$ cat config.mk
export PLATFORM = sky130hd
export DESIGN_NAME = mrac_cell
export DESIGN_NICKNAME = d
export VERILOG_FILES = /design/src/rtl/mrac_pkg.sv /design/src/rtl/mrac_cell.sv
export SDC_FILE = /design/constraint.sdc
export NUM_CORES = 1
export LEC_CHECK = 0
export ABC_AREA = 1
export BUFFER_PORTS_ARGS = -buffer_cell sky130_fd_sc_hd__clkbuf_2
export CORE_ASPECT_RATIO = 1.5
export CORE_MARGIN = 2
export CORE_UTILIZATION = 47
export CTS_BUF_LIST = sky130_fd_sc_hd__clkbuf_16
export CTS_CLUSTER_DIAMETER = 120
export DETAILED_ROUTE_END_ITERATION = 12
export GPL_TIMING_DRIVEN = 0
export PLACE_DENSITY = 0.81
export SYNTH_ARGS = -nofsm -noshare
export SYNTH_HDL_FRONTEND = slang
export SYNTH_SLANG_ARGS = --single-unit
$ cat constraint.sdc
create_clock -name clk -period 8.59 [get_ports clk]
set_input_delay 0 -clock clk [delete_from_list [all_inputs] [get_ports clk]]
set_output_delay 0 -clock clk [all_outputs]
set_load 0.05 [all_outputs]
$ cat src/rtl/mrac_pkg.sv
package mrac_pkg;

  typedef enum logic [1:0] {
    OP_ADD    = 2'd0,
    OP_REMOVE = 2'd1,
    OP_CHECK  = 2'd2
  } op_t;

  typedef enum logic [2:0] {
    ST_OK        = 3'd0,
    ST_INVALID   = 3'd1,
    ST_NO_SPACE  = 3'd2,
    ST_NOT_FOUND = 3'd3,
    ST_DENIED    = 3'd4
  } status_t;

  typedef enum logic [1:0] {
    S_IDLE,
    S_RUN,
    S_HOLD
  } ctl_state_t;

  // Control part of the query token that walks down the cell row.
  typedef struct packed {
    logic valid;
    logic kill;   // already resolved before the walk, cells ignore it
    op_t  op;
    logic found;  // some earlier cell took the word
    logic grant;  // permissions of the found region cover the request
  } tok_ctl_t;

endpackage

$ cat src/rtl/mrac_cell.sv
module mrac_cell
  import mrac_pkg::*;
#(
  parameter int MAX_REGIONS = 16,
  parameter int ADDR_BITS   = 32,
  parameter int PERM_BITS   = 8,
  parameter int IDX         = 0
) (
  input  logic                                   clk,
  input  logic                                   rst,
  input  logic [$clog2(MAX_REGIONS+1)-1:0]       count,
  input  tok_ctl_t                               tin_ctl,
  input  logic [ADDR_BITS-1:0]                   tin_addr,
  input  logic [ADDR_BITS:0]                     tin_aend,
  input  logic [PERM_BITS-1:0]                   tin_perm,
  output tok_ctl_t                               tout_ctl,
  output logic [ADDR_BITS-1:0]                   tout_addr,
  output logic [ADDR_BITS:0]                     tout_aend,
  output logic [PERM_BITS-1:0]                   tout_perm,
  input  logic [ADDR_BITS-1:0]                   nb_base,
  input  logic [ADDR_BITS:0]                     nb_rend,
  input  logic [PERM_BITS-1:0]                   nb_perms,
  output logic [ADDR_BITS-1:0]                   base,
  output logic [ADDR_BITS:0]                     rend,
  output logic [PERM_BITS-1:0]                   perms
);

  localparam int CNT_W = $clog2(MAX_REGIONS+1);
  localparam logic [CNT_W-1:0] MY_IDX = CNT_W'(IDX);

  logic     live;
  logic     occupied;
  logic     add_hit;
  logic     rm_hit;
  logic     ck_hit;
  logic     shift;
  tok_ctl_t ctl_next;

  assign live     = tin_ctl.valid && !tin_ctl.kill && !tin_ctl.found;
  assign occupied = MY_IDX < count;
  assign add_hit  = live && (tin_ctl.op == OP_ADD) && (MY_IDX == count);
  assign rm_hit   = live && (tin_ctl.op == OP_REMOVE) && occupied && (base == tin_addr);
  assign ck_hit   = live && (tin_ctl.op == OP_CHECK) && occupied &&
                    (tin_addr >= base) && (tin_aend <= rend);
  // Close the gap: once the removed region lies at or behind this cell, pull from the right.
  assign shift    = tout_ctl.valid && !tout_ctl.kill && (tout_ctl.op == OP_REMOVE) &&
                    tout_ctl.found;

  always_comb begin
    ctl_next = tin_ctl;
    if (add_hit || rm_hit || ck_hit) begin
      ctl_next.found = 1'b1;
    end
    if (ck_hit) begin
      ctl_next.grant = ((perms & tin_perm) == tin_perm);
    end
  end

  always_ff @(posedge clk) begin
    if (rst) begin
      tout_ctl <= '0;
    end else begin
      tout_ctl <= ctl_next;
    end
  end

  always_ff @(posedge clk) begin
    tout_addr <= tin_addr;
    tout_aend <= tin_aend;
    tout_perm <= tin_perm;
  end

  always_ff @(posedge clk) begin
    if (add_hit) begin
      base  <= tin_addr;
      rend  <= tin_aend;
      perms <= tin_perm;
    end else if (shift) begin
      base  <= nb_base;
      rend  <= nb_rend;
      perms <= nb_perms;
    end
  end

endmodule

==> flow_metrics.env <==
export IMPL_routedWlPerCell_um=19.30
export IMPL_synth_edff_count=73
export IMPL_fin_area_sq_um=10830
export IMPL_synth_nets=829
export IMPL_dieArea_sq_um=15400
export IMPL_maxSlewViolCount=0
export IMPL_endpoint_kind="flop"
export IMPL_ant_nets=0
export IMPL_clockBufferDepth=2
export IMPL_insertion_delay_ns=0.42
export IMPL_worstPathArrival_ns=3.05
export IMPL_ir_drop_mv=0.1559
export IMPL_mostFrequentLayoutCells="310 x clkbuf_2, 156 x dlygate4sd3_1, 107 x nand2_1"
export IMPL_slew_limit_headroom_pct=51.56
export IMPL_root_buffer="clkbuf_16"
export IMPL_grt_max_degree=29
export IMPL_crit_path_start="rend[32]"
export IMPL_core_region_area_sq_um=14060
export IMPL_drc=0
export IMPL_drive_above_1_share_pct=37.79
export IMPL_start_util_pct=48.15
export IMPL_route_vias_total=6589
export IMPL_status="finished, final reports clean"
export IMPL_cts_tree="done"
export IMPL_rsz0062_at_grt="false"
export IMPL_synth_area_sq_um=6769
export IMPL_dp_hpwl_mm=14.62
export IMPL_post_cts_buffers=0
export IMPL_cts_resized=0
export IMPL_critPathKind="reg2reg"
export IMPL_yosys_warnings=0
export IMPL_drt_met1_wl_mm=8.426
export IMPL_drtPass1Iterations=5
export IMPL_rows=53
export IMPL_grt_pass1_vias=7097
export IMPL_met2_wirelength_mm=13.13
export IMPL_ys_ff_latch=152
export IMPL_drtIter0Drc=285
export IMPL_finalNetCount=1317
export IMPL_post_drt_via_cell_ratio=5.061
export IMPL_top_layer="met4"
export IMPL_antenna_found_initial=3
export IMPL_post_route_util_pct=77.00
export IMPL_hp_start="tin_ctl[2]"
export IMPL_wl_met3_mm=2.180
export IMPL_globalplace_congestion=0.8539
export IMPL_port_buffers=310
export IMPL_setup_tns_final_ns=0
export IMPL_synthArstFlopShare_pct=0
export IMPL_critPathLaunchType="flop"
export IMPL_finalCritPeriodShare_pct=31.40
export IMPL_hp_class="in2reg"
export IMPL_avgSynthCellArea_sq_um=11.19
export IMPL_grtUsageTotal_pct=32.98
export IMPL_dieHeight_um=151.0
export IMPL_overflow=0
export IMPL_synth_cell_types=24
export IMPL_placed_cell_area_sq_um=8640
export IMPL_wl_mm=25.14
export IMPL_cp_max_fo=3
export IMPL_worstPathRequired_ns=8.94
export IMPL_clkTransAtPathRegs_ns=0.07
export IMPL_final_common_cell="clkbuf_2"
export IMPL_fp_dieW_um=102.0
export IMPL_synthFlopType="dfxtp_1"
export IMPL_cellPowerDensity_nw_per_um2=172.8
export IMPL_layout_min_cycle_time_ns=2.697
export IMPL_pin_count=311
export IMPL_synthCells=605
export IMPL_leakage_nw=5.546
export IMPL_final_hold_violation_count=0
export IMPL_r2r_start="rend[32]"
export IMPL_cts_sinks=152
export IMPL_maxCapViolCount=0
export IMPL_fin_hold_ws_ns=0.04310
export IMPL_htreeDepth=4
export IMPL_cts_made_buffers=17
export IMPL_setup_violations_final=0
export IMPL_max_freq_mhz=370.7
export IMPL_finClkSkew_ns=0.01466
export IMPL_ys_seq_area_share_pct=55.75
export IMPL_worst_slew_pin_slew_ns=0.7266
export IMPL_grt_pass1_wl_mm=37.77
export IMPL_synthToLayoutAreaGrowth_pct=59.93
-- layer usage --
metal  vias to the layer above  GRT usage, %
met5                         -             0
li1                       2987             -
met4                         0         19.47
met3                       108         12.18
met2                       417         57.34
met1                      3077         33.19
-- power breakdown --
group / internal (W) / switching (W) / leakage (nW) / total [W]
registers: 0.000780 / 0.00000850 / 1.32 / 0.000788
clock network: 0.000466 / 0.000334 / 0.301 / 0.000800
logic: 0.000120 / 0.000162 / 3.92 / 0.000282
total: 0.00137 / 0.000504 / 5.55 / 0.00187
-- cell families (layout without fill, tap and decap cells) --
family / after synthesis / count (layout) / synth area share [%]
AND/OR/NAND/NOR: 165 / 165 / 9.760
flip-flops: 152 / 152 / 55.75
buffers and inverters: 113 / 614 / 6.765
adder cells (fa/ha/maj): 65 / 65 / 12.01
multiplexers: 63 / 63 / 12.03
AO/OA/AOI/OAI: 47 / 47 / 3.678
other: 0 / 4 / 0
-- synth_stat cells (all sizes together), types with 4 or more instances --
cell,n,area share [%]
a21o,4,0.44
a21oi,25,1.8
buf,7,0.89
dfxtp,79,23
edfxtp,73,32
ha,65,12
inv,104,5.8
mux2,63,12
nand2,107,5.9
nand3,7,0.52
nor2,40,2.2
o21ai,15,1.1
-- flip-flops by register name, summed over array words and instances (netlist names) --
register / count
rend: 33
tout_ctl: 6
tout_perm: 8
base: 32
tout_addr: 32
perms: 8
tout_aend: 33
-- layout make-up --
| cell class | instances | area (sq um) |
|---|---|---|
| clock buffers | 17 | 425.4 |
| repair buffers | 469 | 3181 |
| multi-input cells | 340 | 2549 |
| plain buffers | 9 | 67.56 |
| clock inverters | 15 | 188.9 |
| well taps | 192 | 240.2 |
| flip-flops and latches | 152 | 3774 |
| diodes | 4 | 10.01 |
| inverters | 104 | 390.4 |
| fillers | 827 | 3233 |
-- worst max-delay path: stages (launching register included) --
cell and delay (ns):
edfxtp_1 0.45, inv_1 0.10, ha_1 0.26, nand2_1 0.13
inv_1 0.07, nand2_1 0.08, nand2_1 0.06, a21oi_1 0.20
nand2_1 0.09, nor2_1 0.14, nand2_1 0.07, nand2_1 0.09
inv_1 0.05, nor2_1 0.13, nor2_1 0.06, nor2_1 0.09
dlygate4sd3_1 0.55
-- worst paths after layout --
| kind | endpoint | cells after the start | slack, ns |
|---|---|---|---|
| min | tout_ctl[1] | 6 | 0.04 |
| max reg2reg | tout_ctl[0] | 16 | 5.89 |
| max | tout_ctl[0] | 16 | 5.89 |
| min reg2reg | rend[14] | 1 | 0.72 |
-- timing repair --
action	4_1_cts	5_1_grt
hold buffers	156	0
endpoints found under the hold margin	152	0
setup endpoints to repair	0	0
-- per-stage QoR --
stage | worst slack, ns | power (W) | cells
2_1_floorplan | 2.073 | 0.0009315 | 605
3_3_place_gp | -0.2543 | 0.001008 | 1107
3_5_place_dp | 6.085 | 0.001014 | 1110
4_1_cts | 6.036 | 0.001853 | 1298
5_1_grt | 5.719 | 0.001922 | 1300
6_report | 5.893 | 0.001871 | 1302
No activity file was read; power rests on OpenSTA's default activity.
